File: src/rtl/esw_pkg.sv
// Shared types and constants of the window average unit.
package esw_pkg;

  localparam int VALUE_BITS     = 16;
  localparam int INDEX_BITS     = 20;
  localparam int HALF_BITS      = 5;
  localparam int SUM_BITS       = 22;
  localparam int HIST_AW        = 7;
  localparam int HIST_DEPTH     = 1 << HIST_AW;
  localparam int QUEUE_AW       = 2;
  localparam int QUEUE_DEPTH    = 1 << QUEUE_AW;
  localparam int CFG_INDEX_BITS = 1;
  localparam int CFG_DATA_BITS  = 20;
  localparam int OUT_DATA_BITS  = 40;

  localparam logic [CFG_INDEX_BITS-1:0] CFG_HALF_WINDOW  = 1'b0;
  localparam logic [CFG_INDEX_BITS-1:0] CFG_COLUMN_COUNT = 1'b1;

  typedef enum logic {
    JOB_RAW,
    JOB_SMOOTH
  } job_kind_t;

  // For a smoothing job, index is the last column to produce.
  typedef struct packed {
    job_kind_t               kind;
    logic [VALUE_BITS-1:0]   value;
    logic [INDEX_BITS-1:0]   index;
    logic                    last;
    logic                    big;
    logic [INDEX_BITS-1:0]   count;
    logic [HALF_BITS-1:0]    half;
    logic [HIST_AW-1:0]      base;
  } job_t;

  typedef struct packed {
    logic                  en;
    logic [HIST_AW-1:0]    addr;
    logic [VALUE_BITS-1:0] data;
  } hist_wr_t;

endpackage

File: src/rtl/esw_front.sv
// Front end: configuration registers, stream tracking and job issue.
module esw_front (
  input  logic                                 clk,
  input  logic                                 rst,
  input  logic                                 cfg_we,
  input  logic [esw_pkg::CFG_INDEX_BITS-1:0]   cfg_index,
  input  logic [esw_pkg::CFG_DATA_BITS-1:0]    cfg_data,
  input  logic                                 s_axis_tvalid,
  output logic                                 s_axis_tready,
  input  logic [esw_pkg::VALUE_BITS-1:0]       s_axis_tdata,
  input  logic                                 queue_full,
  output logic                                 push,
  output esw_pkg::job_t                        push_job,
  output esw_pkg::hist_wr_t                    hist_wr
);

  logic [esw_pkg::HALF_BITS-1:0]  half_window;
  logic [esw_pkg::INDEX_BITS-1:0] column_count;
  logic [esw_pkg::INDEX_BITS-1:0] arrival;
  logic [esw_pkg::INDEX_BITS-1:0] run_count;
  logic [esw_pkg::HALF_BITS-1:0]  run_half;
  logic                           run_big;
  logic                           run_raw;
  logic [esw_pkg::HIST_AW-1:0]    base;
  logic [esw_pkg::HIST_AW-1:0]    wp;

  logic                           first;
  logic [esw_pkg::INDEX_BITS-1:0] cfg_count;
  logic                           cfg_big;
  logic [esw_pkg::INDEX_BITS-1:0] cur_count;
  logic [esw_pkg::HALF_BITS-1:0]  cur_half;
  logic                           cur_big;
  logic                           cur_raw;
  logic [esw_pkg::HIST_AW-1:0]    cur_base;
  logic                           is_last;
  logic                           smooth_due;
  logic                           accept;

  always_comb begin
    first      = (arrival == '0);
    cfg_count  = (column_count == '0) ? esw_pkg::INDEX_BITS'(1) : column_count;
    cfg_big    = {15'd0, half_window} > {2'b00, cfg_count[esw_pkg::INDEX_BITS-1:2]};
    cur_count  = first ? cfg_count : run_count;
    cur_half   = first ? half_window : run_half;
    cur_big    = first ? cfg_big : run_big;
    cur_raw    = first ? ((half_window == '0) || cfg_big) : run_raw;
    cur_base   = first ? wp : base;
    is_last    = ({1'b0, arrival} + 21'd1) >= {1'b0, cur_count};
    smooth_due = arrival >= {15'd0, cur_half};
    accept     = s_axis_tvalid && s_axis_tready;
  end

  assign s_axis_tready = !queue_full;
  assign push          = accept && (cur_raw || is_last || smooth_due);

  always_comb begin
    push_job.kind  = cur_raw ? esw_pkg::JOB_RAW : esw_pkg::JOB_SMOOTH;
    push_job.value = s_axis_tdata;
    push_job.index = (cur_raw || is_last) ? arrival : (arrival - {15'd0, cur_half});
    push_job.last  = is_last;
    push_job.big   = cur_big;
    push_job.count = cur_count;
    push_job.half  = cur_half;
    push_job.base  = cur_base;
    hist_wr.en     = accept;
    hist_wr.addr   = wp;
    hist_wr.data   = s_axis_tdata;
  end

  always_ff @(posedge clk) begin
    if (rst) begin
      half_window  <= '0;
      column_count <= esw_pkg::INDEX_BITS'(1);
      arrival      <= '0;
      run_count    <= esw_pkg::INDEX_BITS'(1);
      run_half     <= '0;
      run_big      <= 1'b0;
      run_raw      <= 1'b1;
      wp           <= '0;
      base         <= '0;
    end else begin
      if (cfg_we) begin
        unique case (cfg_index)
          esw_pkg::CFG_HALF_WINDOW:  half_window  <= cfg_data[esw_pkg::HALF_BITS-1:0];
          esw_pkg::CFG_COLUMN_COUNT: column_count <= cfg_data;
          default: ;
        endcase
      end
      if (accept) begin
        wp <= wp + esw_pkg::HIST_AW'(1);
        if (first) begin
          run_count <= cfg_count;
          run_half  <= half_window;
          run_big   <= cfg_big;
          run_raw   <= (half_window == '0) || cfg_big;
          base      <= wp;
        end
        arrival <= is_last ? '0 : (arrival + esw_pkg::INDEX_BITS'(1));
      end
    end
  end

endmodule

File: src/rtl/esw_queue.sv
// Short job queue between the front end and the back end.
module esw_queue (
  input  logic          clk,
  input  logic          rst,
  input  logic          push,
  input  esw_pkg::job_t push_job,
  input  logic          pop,
  output logic          full,
  output logic          valid,
  output esw_pkg::job_t head
);

  esw_pkg::job_t                entries [esw_pkg::QUEUE_DEPTH];
  logic [esw_pkg::QUEUE_AW-1:0] wr_ptr;
  logic [esw_pkg::QUEUE_AW-1:0] rd_ptr;
  logic [esw_pkg::QUEUE_AW:0]   fill;

  assign full  = (fill == (esw_pkg::QUEUE_AW + 1)'(esw_pkg::QUEUE_DEPTH));
  assign valid = (fill != '0);
  assign head  = entries[rd_ptr];

  always_ff @(posedge clk) begin
    if (push) begin
      entries[wr_ptr] <= push_job;
    end
  end

  always_ff @(posedge clk) begin
    if (rst) begin
      wr_ptr <= '0;
      rd_ptr <= '0;
      fill   <= '0;
    end else begin
      if (push) begin
        wr_ptr <= wr_ptr + esw_pkg::QUEUE_AW'(1);
      end
      if (pop) begin
        rd_ptr <= rd_ptr + esw_pkg::QUEUE_AW'(1);
      end
      unique case ({push, pop})
        2'b10:   fill <= fill + (esw_pkg::QUEUE_AW + 1)'(1);
        2'b01:   fill <= fill - (esw_pkg::QUEUE_AW + 1)'(1);
        default: fill <= fill;
      endcase
    end
  end

endmodule

File: src/rtl/esw_back.sv
// Back end: sample history, running window sum, divider and result register.
module esw_back (
  input  logic                                clk,
  input  logic                                rst,
  input  esw_pkg::hist_wr_t                   hist_wr,
  input  logic                                q_valid,
  input  esw_pkg::job_t                       q_head,
  output logic                                pop,
  output logic                                m_axis_tvalid,
  input  logic                                m_axis_tready,
  output logic [esw_pkg::OUT_DATA_BITS-1:0]   m_axis_tdata,
  output logic                                m_axis_tlast,
  output logic                                m_axis_tuser
);

  typedef enum logic [2:0] {
    ST_IDLE,
    ST_CALC,
    ST_READ,
    ST_ACC,
    ST_DIV,
    ST_OUT
  } state_t;

  typedef enum logic [1:0] {
    MODE_INIT,
    MODE_UP,
    MODE_SAME,
    MODE_DOWN
  } mode_t;

  logic [esw_pkg::VALUE_BITS-1:0] hist [esw_pkg::HIST_DEPTH];
  logic [esw_pkg::VALUE_BITS-1:0] rd0;
  logic [esw_pkg::VALUE_BITS-1:0] rd1;

  state_t                         state;
  mode_t                          mode;
  esw_pkg::job_t                  job;
  logic [esw_pkg::INDEX_BITS-1:0] col;
  logic [esw_pkg::HALF_BITS-1:0]  k;
  logic [esw_pkg::HALF_BITS-1:0]  knew;
  logic [esw_pkg::SUM_BITS-1:0]   sum;
  logic [6:0]                     rem;
  logic [esw_pkg::VALUE_BITS-1:0] quo;
  logic [2:0]                     div_cnt;
  logic [esw_pkg::VALUE_BITS-1:0] out_value;
  logic [esw_pkg::INDEX_BITS-1:0] out_index;

  logic                           init;
  logic [esw_pkg::INDEX_BITS-1:0] c_next;
  logic [esw_pkg::INDEX_BITS-1:0] c_right;
  logic [esw_pkg::INDEX_BITS-1:0] c_edge;
  logic [esw_pkg::HALF_BITS-1:0]  k_calc;
  logic [esw_pkg::HIST_AW-1:0]    a_hi;
  logic [esw_pkg::HIST_AW-1:0]    a_lo;
  logic [esw_pkg::HIST_AW-1:0]    addr0;
  logic [esw_pkg::HIST_AW-1:0]    addr1;
  logic [esw_pkg::SUM_BITS-1:0]   ext0;
  logic [esw_pkg::SUM_BITS-1:0]   ext1;
  logic [esw_pkg::SUM_BITS-1:0]   sum_next;
  logic [5:0]                     divisor;
  logic [22:0]                    step1;
  logic [22:0]                    step2;
  logic                           out_free;
  logic                           is_raw;

  // One restoring division step: returns the new remainder and shifted quotient.
  function automatic logic [22:0] div_step(logic [6:0] r, logic [15:0] q, logic [5:0] d);
    logic [6:0] t;
    logic       b;
    t = {r[5:0], q[15]};
    b = (t >= {1'b0, d});
    if (b) begin
      t = t - {1'b0, d};
    end
    return {t, q[14:0], b};
  endfunction

  always_ff @(posedge clk) begin
    if (hist_wr.en) begin
      hist[hist_wr.addr] <= hist_wr.data;
    end
    rd0 <= hist[addr0];
    rd1 <= hist[addr1];
  end

  always_comb begin
    is_raw  = (job.kind == esw_pkg::JOB_RAW);
    init    = (job.index == '0);
    c_next  = init ? '0 : (col + esw_pkg::INDEX_BITS'(1));
    c_right = job.count - esw_pkg::INDEX_BITS'(1) - c_next;
    c_edge  = (c_next < c_right) ? c_next : c_right;
    k_calc  = (c_edge < {15'd0, job.half}) ? c_edge[esw_pkg::HALF_BITS-1:0] : job.half;

    a_hi = job.base + col[esw_pkg::HIST_AW-1:0] + {2'b00, k};
    a_lo = job.base + col[esw_pkg::HIST_AW-1:0] - {2'b00, k} - esw_pkg::HIST_AW'(1);
    unique case (mode)
      MODE_INIT: begin
        addr0 = a_hi;
        addr1 = a_hi;
      end
      MODE_UP: begin
        addr0 = a_hi;
        addr1 = a_hi + esw_pkg::HIST_AW'(1);
      end
      MODE_SAME: begin
        addr0 = a_hi;
        addr1 = a_lo;
      end
      MODE_DOWN: begin
        addr0 = a_lo;
        addr1 = a_lo + esw_pkg::HIST_AW'(1);
      end
      default: begin
        addr0 = a_hi;
        addr1 = a_lo;
      end
    endcase

    ext0 = {6'd0, rd0};
    ext1 = {6'd0, rd1};
    unique case (mode)
      MODE_INIT: sum_next = ext0;
      MODE_UP:   sum_next = sum + ext0 + ext1;
      MODE_SAME: sum_next = sum + ext0 - ext1;
      MODE_DOWN: sum_next = sum - ext0 - ext1;
      default:   sum_next = sum;
    endcase

    divisor  = {k, 1'b1};
    step1    = div_step(rem, quo, divisor);
    step2    = div_step(step1[22:16], step1[15:0], divisor);
    out_free = !m_axis_tvalid || m_axis_tready;
  end

  assign pop          = (state == ST_IDLE) && q_valid;
  assign m_axis_tdata = {4'd0, out_index, out_value};

  always_ff @(posedge clk) begin
    if (rst) begin
      state         <= ST_IDLE;
      mode          <= MODE_INIT;
      k             <= '0;
      m_axis_tvalid <= 1'b0;
    end else begin
      if (m_axis_tready && (state != ST_OUT)) begin
        m_axis_tvalid <= 1'b0;
      end
      unique case (state)
        ST_IDLE: begin
          if (q_valid) begin
            job   <= q_head;
            state <= (q_head.kind == esw_pkg::JOB_RAW) ? ST_OUT : ST_CALC;
          end
        end
        ST_CALC: begin
          col  <= c_next;
          knew <= k_calc;
          if (init) begin
            mode <= MODE_INIT;
            k    <= '0;
          end else if ({1'b0, k_calc} == ({1'b0, k} + 6'd1)) begin
            mode <= MODE_UP;
          end else if (k_calc == k) begin
            mode <= MODE_SAME;
          end else begin
            mode <= MODE_DOWN;
          end
          state <= ST_READ;
        end
        ST_READ: begin
          state <= ST_ACC;
        end
        ST_ACC: begin
          sum     <= sum_next;
          rem     <= {1'b0, sum_next[esw_pkg::SUM_BITS-1:16]};
          quo     <= sum_next[15:0];
          k       <= knew;
          div_cnt <= '0;
          state   <= ST_DIV;
        end
        ST_DIV: begin
          rem     <= step2[22:16];
          quo     <= step2[15:0];
          div_cnt <= div_cnt + 3'd1;
          if (div_cnt == 3'd7) begin
            state <= ST_OUT;
          end
        end
        ST_OUT: begin
          if (out_free) begin
            m_axis_tvalid <= 1'b1;
            out_value     <= is_raw ? job.value : quo;
            out_index     <= is_raw ? job.index : col;
            m_axis_tlast  <= job.last && (is_raw || (col == job.index));
            m_axis_tuser  <= is_raw && job.big;
            state         <= (!is_raw && (col != job.index)) ? ST_CALC : ST_IDLE;
          end
        end
        default: state <= ST_IDLE;
      endcase
    end
  end

endmodule

File: src/rtl/edge_shrinking_window_average_unit.sv
// Top level of the centered moving average unit with shrinking edges.
// Columns stream in on s_axis, one 16-bit value per transfer, and each produces the windowed
// mean of a column further back once enough neighbors have arrived; the last column of a run
// flushes the pending results. If half_window is zero or too big for column_count, columns
// pass through raw. half_window and column_count are sampled at the first column of a run.
// Input transfers are taken one per cycle while the four-entry job queue has room. A raw job
// goes from being picked straight to the result register. A smoothed result passes through
// picking the job, computing the shrinking window size, the two history reads, updating the
// running window sum, the divider, which produces two quotient bits per cycle, and loading
// the result register; further end-of-run flush columns restart at the window size step.
module edge_shrinking_window_average_unit (
  input  logic                                clk,
  input  logic                                rst,
  input  logic                                cfg_we,
  input  logic [esw_pkg::CFG_INDEX_BITS-1:0]  cfg_index,
  input  logic [esw_pkg::CFG_DATA_BITS-1:0]   cfg_data,
  input  logic                                s_axis_tvalid,
  output logic                                s_axis_tready,
  input  logic [esw_pkg::VALUE_BITS-1:0]      s_axis_tdata,   // [15:0] gap_value
  output logic                                m_axis_tvalid,
  input  logic                                m_axis_tready,
  output logic [esw_pkg::OUT_DATA_BITS-1:0]   m_axis_tdata,   // [15:0] smoothed_value,
                                                              // [35:16] column_index
  output logic                                m_axis_tlast,   // final_column
  output logic                                m_axis_tuser    // [0] window_too_big
);

  logic              queue_full;
  logic              push;
  esw_pkg::job_t     push_job;
  esw_pkg::hist_wr_t hist_wr;
  logic              pop;
  logic              q_valid;
  esw_pkg::job_t     q_head;

  esw_front u_front (
    .clk           (clk),
    .rst           (rst),
    .cfg_we        (cfg_we),
    .cfg_index     (cfg_index),
    .cfg_data      (cfg_data),
    .s_axis_tvalid (s_axis_tvalid),
    .s_axis_tready (s_axis_tready),
    .s_axis_tdata  (s_axis_tdata),
    .queue_full    (queue_full),
    .push          (push),
    .push_job      (push_job),
    .hist_wr       (hist_wr)
  );

  esw_queue u_queue (
    .clk      (clk),
    .rst      (rst),
    .push     (push),
    .push_job (push_job),
    .pop      (pop),
    .full     (queue_full),
    .valid    (q_valid),
    .head     (q_head)
  );

  esw_back u_back (
    .clk           (clk),
    .rst           (rst),
    .hist_wr       (hist_wr),
    .q_valid       (q_valid),
    .q_head        (q_head),
    .pop           (pop),
    .m_axis_tvalid (m_axis_tvalid),
    .m_axis_tready (m_axis_tready),
    .m_axis_tdata  (m_axis_tdata),
    .m_axis_tlast  (m_axis_tlast),
    .m_axis_tuser  (m_axis_tuser)
  );

endmodule

File: config.mk
export PLATFORM = sky130hd
export DESIGN_NAME = edge_shrinking_window_average_unit
export DESIGN_NICKNAME = d
export VERILOG_FILES = /design/src/rtl/esw_pkg.sv /design/src/rtl/esw_front.sv /design/src/rtl/esw_queue.sv /design/src/rtl/esw_back.sv /design/src/rtl/edge_shrinking_window_average_unit.sv
export SDC_FILE = /design/constraint.sdc
export NUM_CORES = 2
export LEC_CHECK = 0
export BUFFER_PORTS_ARGS = -buffer_cell sky130_fd_sc_hd__buf_2
export CAP_MARGIN = 20
export CORE_ASPECT_RATIO = 1.4
export CORE_MARGIN = 2
export CORE_UTILIZATION = 50
export DETAILED_ROUTE_END_ITERATION = 8
export MAX_ROUTING_LAYER = met4
export PLACE_DENSITY = 0.65
export RECOVER_POWER = 25
export SETUP_SLACK_MARGIN = 0.4
export SLEW_MARGIN = 15
export SYNTH_ARGS = -nofsm -noshare
export SYNTH_HDL_FRONTEND = slang
export SYNTH_SLANG_ARGS = --single-unit
File: constraint.sdc
create_clock -name clk -period 16.55 [get_ports clk]
set_input_delay 0 -clock clk [delete_from_list [all_inputs] [get_ports clk]]
set_output_delay 0 -clock clk [all_outputs]
set_load 0.02 [all_outputs]
### After elaboration in Yosys (flattened, before gate mapping)

Memory sizes are Yosys's and may differ from the RTL's. A register that Yosys moved wholly into a read port is not among the register bits.
Cells that the tools add are included.

* memories: 2
* register bits after elaboration: 285
* input bits: 42
* RAM bits: 2332
* output and inout port bits: 44
* logic and storage cells: 170

Memories
* u_back.hist: depth 128, width 16, rd ports 2, clocked after memory_dff 2, wr ports 1, line esw_back.sv:32 `logic [esw_pkg::VALUE_BITS-1:0] hist [esw_pkg::HIST_DEPTH];`
* u_queue.entries: depth 4, width 71, rd ports 1, clocked after memory_dff 1, wr ports 1, line esw_queue.sv:13 `esw_pkg::job_t entries [esw_pkg::QUEUE_DEPTH];`

* bitwise logic cells: 3
* equality and inequality tests: 21
* multiplexer cells: 43
* add/subtract/negate cells: 26
* $lt $le $gt $ge: 7
* reduce and logical (&&, ||, !) cells: 34

Operators with widths (count)
* two-way mux 20 bit: 7
* one-hot mux 22 bit (4 select lines): 1
* subtractor 22 x 16 -> 22 bit: 3
* logical NOT 20 bit: 3
* adder 22 x 16 -> 22 bit: 2
* adder 20 x 1 -> 20 bit (second input constant): 2
* one-hot mux 16 bit (2 select lines): 1
* one-hot mux 7 bit (4 select lines): 1
* adder 20 x 1 -> 21 bit (second input constant): 1
* adder 7 x 1 -> 7 bit (second input constant): 3
* >= comparator 21 x 20 -> 1 bit: 1
* == test 20 bit: 1
* >= comparator 20 x 5 -> 1 bit: 1
* less-than comparator 20 bit: 1
* less-than comparator 20 x 5 -> 1 bit: 1
* inequality test 20 bit: 1
* subtractor 20 x 1 -> 20 bit (second input constant): 1
* subtractor 20 bit: 1
* subtractor 20 x 5 -> 20 bit: 1
* greater-than comparator 5 x 18 -> 1 bit: 1
* one-hot mux 3 bit (6 select lines): 1
* two-way mux 16 bit: 1
* two-way mux 5 bit: 3
* >= comparator 7 x 6 -> 1 bit: 2
* 39 further kinds: 93

### Logic depth before layout (Yosys ltp)

* word-level depth: 11
* gate-level depth with buffers: 35
* mapped depth without buffers: 33

### Hierarchy

Synthesis repeated with hierarchy kept, for this count alone.

* cells, all modules: 7867
* area, all modules: 127776.3 um^2

By module, submodules not included
* esw_back: seq. area each 67795.0 um^2, times used 1, area an instance 111518.2 um^2, cells each 6754
* esw_queue: seq. area each 8708.4 um^2, times used 1, area an instance 10747.8 um^2, cells each 414
* esw_front: seq. area each 1721.7 um^2, times used 1, area an instance 5510.3 um^2, cells each 699

### Least setup slack after synthesis

No wires, ideal clock.

* path type: reg-to-reg
* start point: register u_back.col[1] (netlist name)
* end point: register u_back.mode[1]
* stages on the path, launching flop included: 34
* arrival: 6385 ps
* required time: 16423 ps
* setup slack: 10038 ps
* clock period less this slack: 6512 ps
* setup time: 127 ps
* path buffers: 3
* path through: edfxtp_1 ha_1 and2_1 clkbuf_1 nand4_1 xor2_1 or2_2 ha_1 buf_2 a21oi_1 o22ai_1 o21ai_1 a32oi_4 a221o_1 a21oi_1 xnor2_1 ha_1 a21oi_1 o21ai_1 nor3b_1 a21oi_1 buf_4 mux2i_1 ha_1 o21ai_0 a21oi_1 o21ai_0 o21ai_0 o21ai_4 o221ai_4 mux2i_2 xnor3_1 o41ai_2 o21ai_1

* cells in the longest elaborated chain, start to end: 10

RTL lines
* from (decl): line esw_back.sv:39 `logic [esw_pkg::INDEX_BITS-1:0] col;`
* from (signal assigned): line esw_back.sv:157 `col <= c_next;`
* adder 20 x 1 -> 20 bit *: line esw_back.sv:90 `c_next = init ? '0 : (col + esw_pkg::INDEX_BITS'(1));`
* two-way mux 20 bit *: line esw_back.sv:90
* subtractor 20 bit: line esw_back.sv:91 `c_right = job.count - esw_pkg::INDEX_BITS'(1) - c_next;`
* less-than comparator 20 bit: line esw_back.sv:92 `c_edge = (c_next < c_right) ? c_next : c_right;`
* two-way mux 20 bit *: line esw_back.sv:92
* less-than comparator 20 x 5 -> 1 bit: line esw_back.sv:93 `k_calc = (c_edge < {15'd0, job.half}) ? c_edge[esw_pkg::HALF_BITS-1:0] : job.half;`
* two-way mux 5 bit *: line esw_back.sv:93
* == test 5 x 6 -> 1 bit *: line esw_back.sv:162 `end else if ({1'b0, k_calc} == ({1'b0, k} + 6'd1)) begin`
* two-way mux 2 bit *: line esw_back.sv:162
* two-way mux 2 bit *: line esw_back.sv:159 `if (init) begin`
* to (signal assigned): line esw_back.sv:160 `mode <= MODE_INIT;`
* to (signal assigned): line esw_back.sv:163 `mode <= MODE_UP;`
* to (signal assigned): line esw_back.sv:165 `mode <= MODE_SAME;`
* to (decl): line esw_back.sv:37 `mode_t mode;`

Every way passes the cells marked *; elsewhere a longest branch is shown, timed or not.
A chain may end at the register's enable or synchronous reset.

### Worst setup path after layout

* start point: register u_back.col[0] (netlist name)
* end point: register u_back.rd1[1] (netlist name), read port of u_back.hist

* cells in the longest elaborated chain, start to end: 5
* elaborated cells between the ends (all ways): 7
* those cells by class: 6 x add/sub; 1 x mux

RTL lines
* adder 7 bit *: line esw_back.sv:95, esw_back.sv:96
* subtractor 7 x 5 -> 7 bit: line esw_back.sv:96 `a_lo = job.base + col[esw_pkg::HIST_AW-1:0] - {2'b00, k} - esw_pkg::HIST_AW'(1);`
* subtractor 7 x 1 -> 7 bit: line esw_back.sv:96
* adder 7 x 1 -> 7 bit: line esw_back.sv:112 `addr1 = a_lo + esw_pkg::HIST_AW'(1);`
* one-hot mux 7 bit (4 select lines) *: line esw_back.sv:97 `unique case (mode)`
* to (decl): line esw_back.sv:34 `logic [esw_pkg::VALUE_BITS-1:0] rd1;`

Marked as above.

==> run_results.csv <==
group,metric,value,unit
floorplanning,row_count,219,
clock_tree,cts_setup_buffers,0,
floorplanning,start_util,50.14,%
critical_path,critical_path_arrival,9020,ps
floorplanning,core-area,0.2535,mm²
synth,synth-edff-count,2513,
synth,netlist_instances,7389,
synth,synthTopCellsByArea,"edfxtp_1 59%, mux4_2 19%, mux2i_1 4.1%",
synth,syn_area,0.1271,mm²
finish,drive_gt1_share,25.60,%
critical_path,cp-end-kind,"flop",
route,ant_nets,0,
global_route,grt_max_degree,113,
critical_path,cp.depth,19,
route,drt_iter0_markers,9419,
min_path,whs_path_depth,4,
sta,post-route-min-period,8291,ps
critical_path,start_kind,"flop",
route,drc,0,
synth,netlist.area_leader.share,59.38,%
synth,ys_ff_latch,2651,
placed_design,portBuffers,81,
route,avgViaCountPerCell,6.758,
critical_path,worstRegToRegCells,19,
floorplanning,die_w,430.1,µm
route,firstDrtPassIters,8,
floorplanning,die_y,600.5,µm
clock_tree,cts.path.max_buffers,4,
floorplanning,fp.dieArea,0.2583,mm²
critical_path,crit_type,"flop to flop",
sta,rsz0062_at_grt,"false",
placed_design,gp_congestion,0.9178,
finish,area_delta_synth_final,11.64,%
finish,fillCellCount,19150,
finish,multi_input_area,0.04662,mm²
clock_tree,clk_latency,880,ps
min_path,hold_path_class,"input port to flop",
sta,finalClockSkew,60.61,ps
sta,slew_viol_final,1472,
synth,ys_seq_area_share,61.56,%
clock_tree,h-tree-depth,5,
clock_tree,clk_pin_slew_worst_paths,60,ps
critical_path,crit_family,"buffers and inverters",
critical_path,crit_path_max_incr_delay,850,ps
synth,async_reset_ff_share,0,%
synth,ys_types,85,
route,wire_per_inst,35.12,µm
finish,regArea,0.07823,mm²
clock_tree,cts_root_buffer,"clkbuf_16",
sta,fmax,120.6,MHz
synth,yosys.area.top_type,"edfxtp_1",
global_route,grt_pass1_vias,75680,
status,violations,"capacitance limit, slew limit",
status,outcome,"finished, violations left",
floorplanning,pin_count,86,
critical_path,crit_path_max_fanout,88,
critical_path,path_buf_inv,6,
global_route,grt_overflow,0,
route,num_vias,75310,
critical_path,critPathRequiredTime,17270,ps
sta,tns,0,ps
global_route,antenna_found_initial,17,
clock_tree,cts_tree,"built",
clock_tree,clock-sinks,2651,
sta,slew_headroom,-198.9,%
synth,yosysWarnings,0,
synth,yosysMostFrequentCell,"edfxtp_1",
placed_design,dp_hpwl,247800,µm
critical_path,slowest_stage,"buf_4",
global_route,grt_usage,30.94,%
synth,yosys_most_used_dff,"edfxtp_1",
run,cap_violations,23,
sta,hold_viol,0,
clock_tree,numCtsBuffers,266,
sta,finalCritPeriodShare,50.09,%
sta,tightestPinTransition,4483,ps
sta,finalSetupViolations,0,
critical_path,worstPathCellList,"ha_1 > fa_1 > inv_1 > fa_1 > a21oi_4 > buf_4 > ha_1 > a221oi_1 > a21oi_4 > buf_12 > buf_4 > buf_4 > buf_4 > mux4_2 > mux2i_1 > mux2i_1 > mux2i_1 > mux2i_1 > mux2_2",
synth,syn_avg_cell_area,17.20,µm²
global_route,grt_pass1_wl,552600,µm
synth,synth_common_cells,"2513 x edfxtp_1, 1095 x mux4_2, 515 x mux2i_1",
route,routed_wl,391400,µm
finish,nets,7855,
[routing by layer]
| metal | vias up | track usage, % | part of all wire (%) |
|---|---|---|---|
| met1 | 39820 | 35.94 | 34 |
| met5 | - | - | 0 |
| met4 | 0 | 20.63 | 8.3 |
| li1 | 30600 | - | - |
| met2 | 3939 | 50.23 | 50 |
| met3 | 956 | 4.538 | 7.7 |
[flip-flops by register name, summed over array words and instances (netlist names), 22 cells and up, named ones only]
signal	flops
u_back.sum	22
u_back.hist	2048
u_back.job	71
u_queue.entries	284
[repair_timing]
item / 4_1_cts / 5_1_grt
hold endpoints to repair: 1046 / 0
gates resized for setup: 0 / 0
hold buffers: 98 / 0
[layout by cell type, fill, tap and decap left out, drive strengths merged, types with 18 or more instances in the layout]
cell / n
edfxtp: 2513
mux4: 1095
mux2i: 517
nand2: 416
clkbuf: 405
nor2: 324
buf: 313
a211oi: 206
a21oi: 185
inv: 179
ha: 175
and2: 143
dfxtp: 138
xnor2: 120
dlygate4sd3: 98
xor2: 93
mux2: 85
a31oi: 76
o21ai: 74
clkinv: 74
a311oi: 67
nor3: 56
nand3: 45
a21o: 38
nand4: 27
fa: 26
and3: 25
bufinv: 22
nor4: 22
nor2b: 22
o31ai: 22
a221oi: 18
[cell type report]
class                      count  share of cell area, %
inverter                     167                 0.4418
timing repair buffer         464                  2.594
antenna                       16                0.02822
multi-input combinational   4062                  32.86
clock inverter               117                 0.8413
clock buffer                 352                  5.171
tap                         3315                  2.924
sequential                  2651                  55.14
[cells by family (layout without fill, tap and decap cells)]
group	count (synthesis)	count (layout)	share of synthesized area [%]
and+or+nand+nor	1151	1151	4.174
buffers and inverters	679	1100	2.096
other	1	20	0.002951
adders and majority gates	201	201	2.133
AOI/OAI and AO/OA	795	795	4.310
muxes	1697	1697	24.24
DFF	2651	2651	61.56
xor gates and xnor gates	214	214	1.492
[tightest hold or removal path, delay by kind of cell]
kind | cells | cell delay (ps)
compound gates | 1 | 80
buf+inv | 2 | 680
simple gates | 1 | 180
[final timing paths]
kind | startpoint | slack [ps] | end
worst max-delay path | u_back.col[0] | 8260 | u_back.rd1[1]
worst min-delay path | m_axis_tready | 160 | u_back.m_axis_tvalid
worst max register to register | u_back.col[0] | 8260 | u_back.rd1[1]
worst min register to register | u_front.run_raw | 480 | u_front.run_raw
[metrics by stage]
step | area [µm²] | util, % | std cells | hold slack [ps] | setup WS (ps)
2_1_floorplan | 127100 | - | 7392 | 98.87 | 10040
3_3_place_gp | 132300 | 52.21 | 10550 | 242.3 | 8171
3_5_place_dp | 132400 | 52.24 | 10560 | 250.5 | 8202
4_1_cts | 141900 | 56.00 | 11130 | 126.7 | 8149
5_1_grt | 141900 | 55.97 | 11140 | 179.3 | 7697
6_report | 141900 | 55.97 | 11140 | 161.7 | 8260
Power is not shown: default switching activity piles up to over one toggle a cycle in this logic, so the estimate is an artifact.
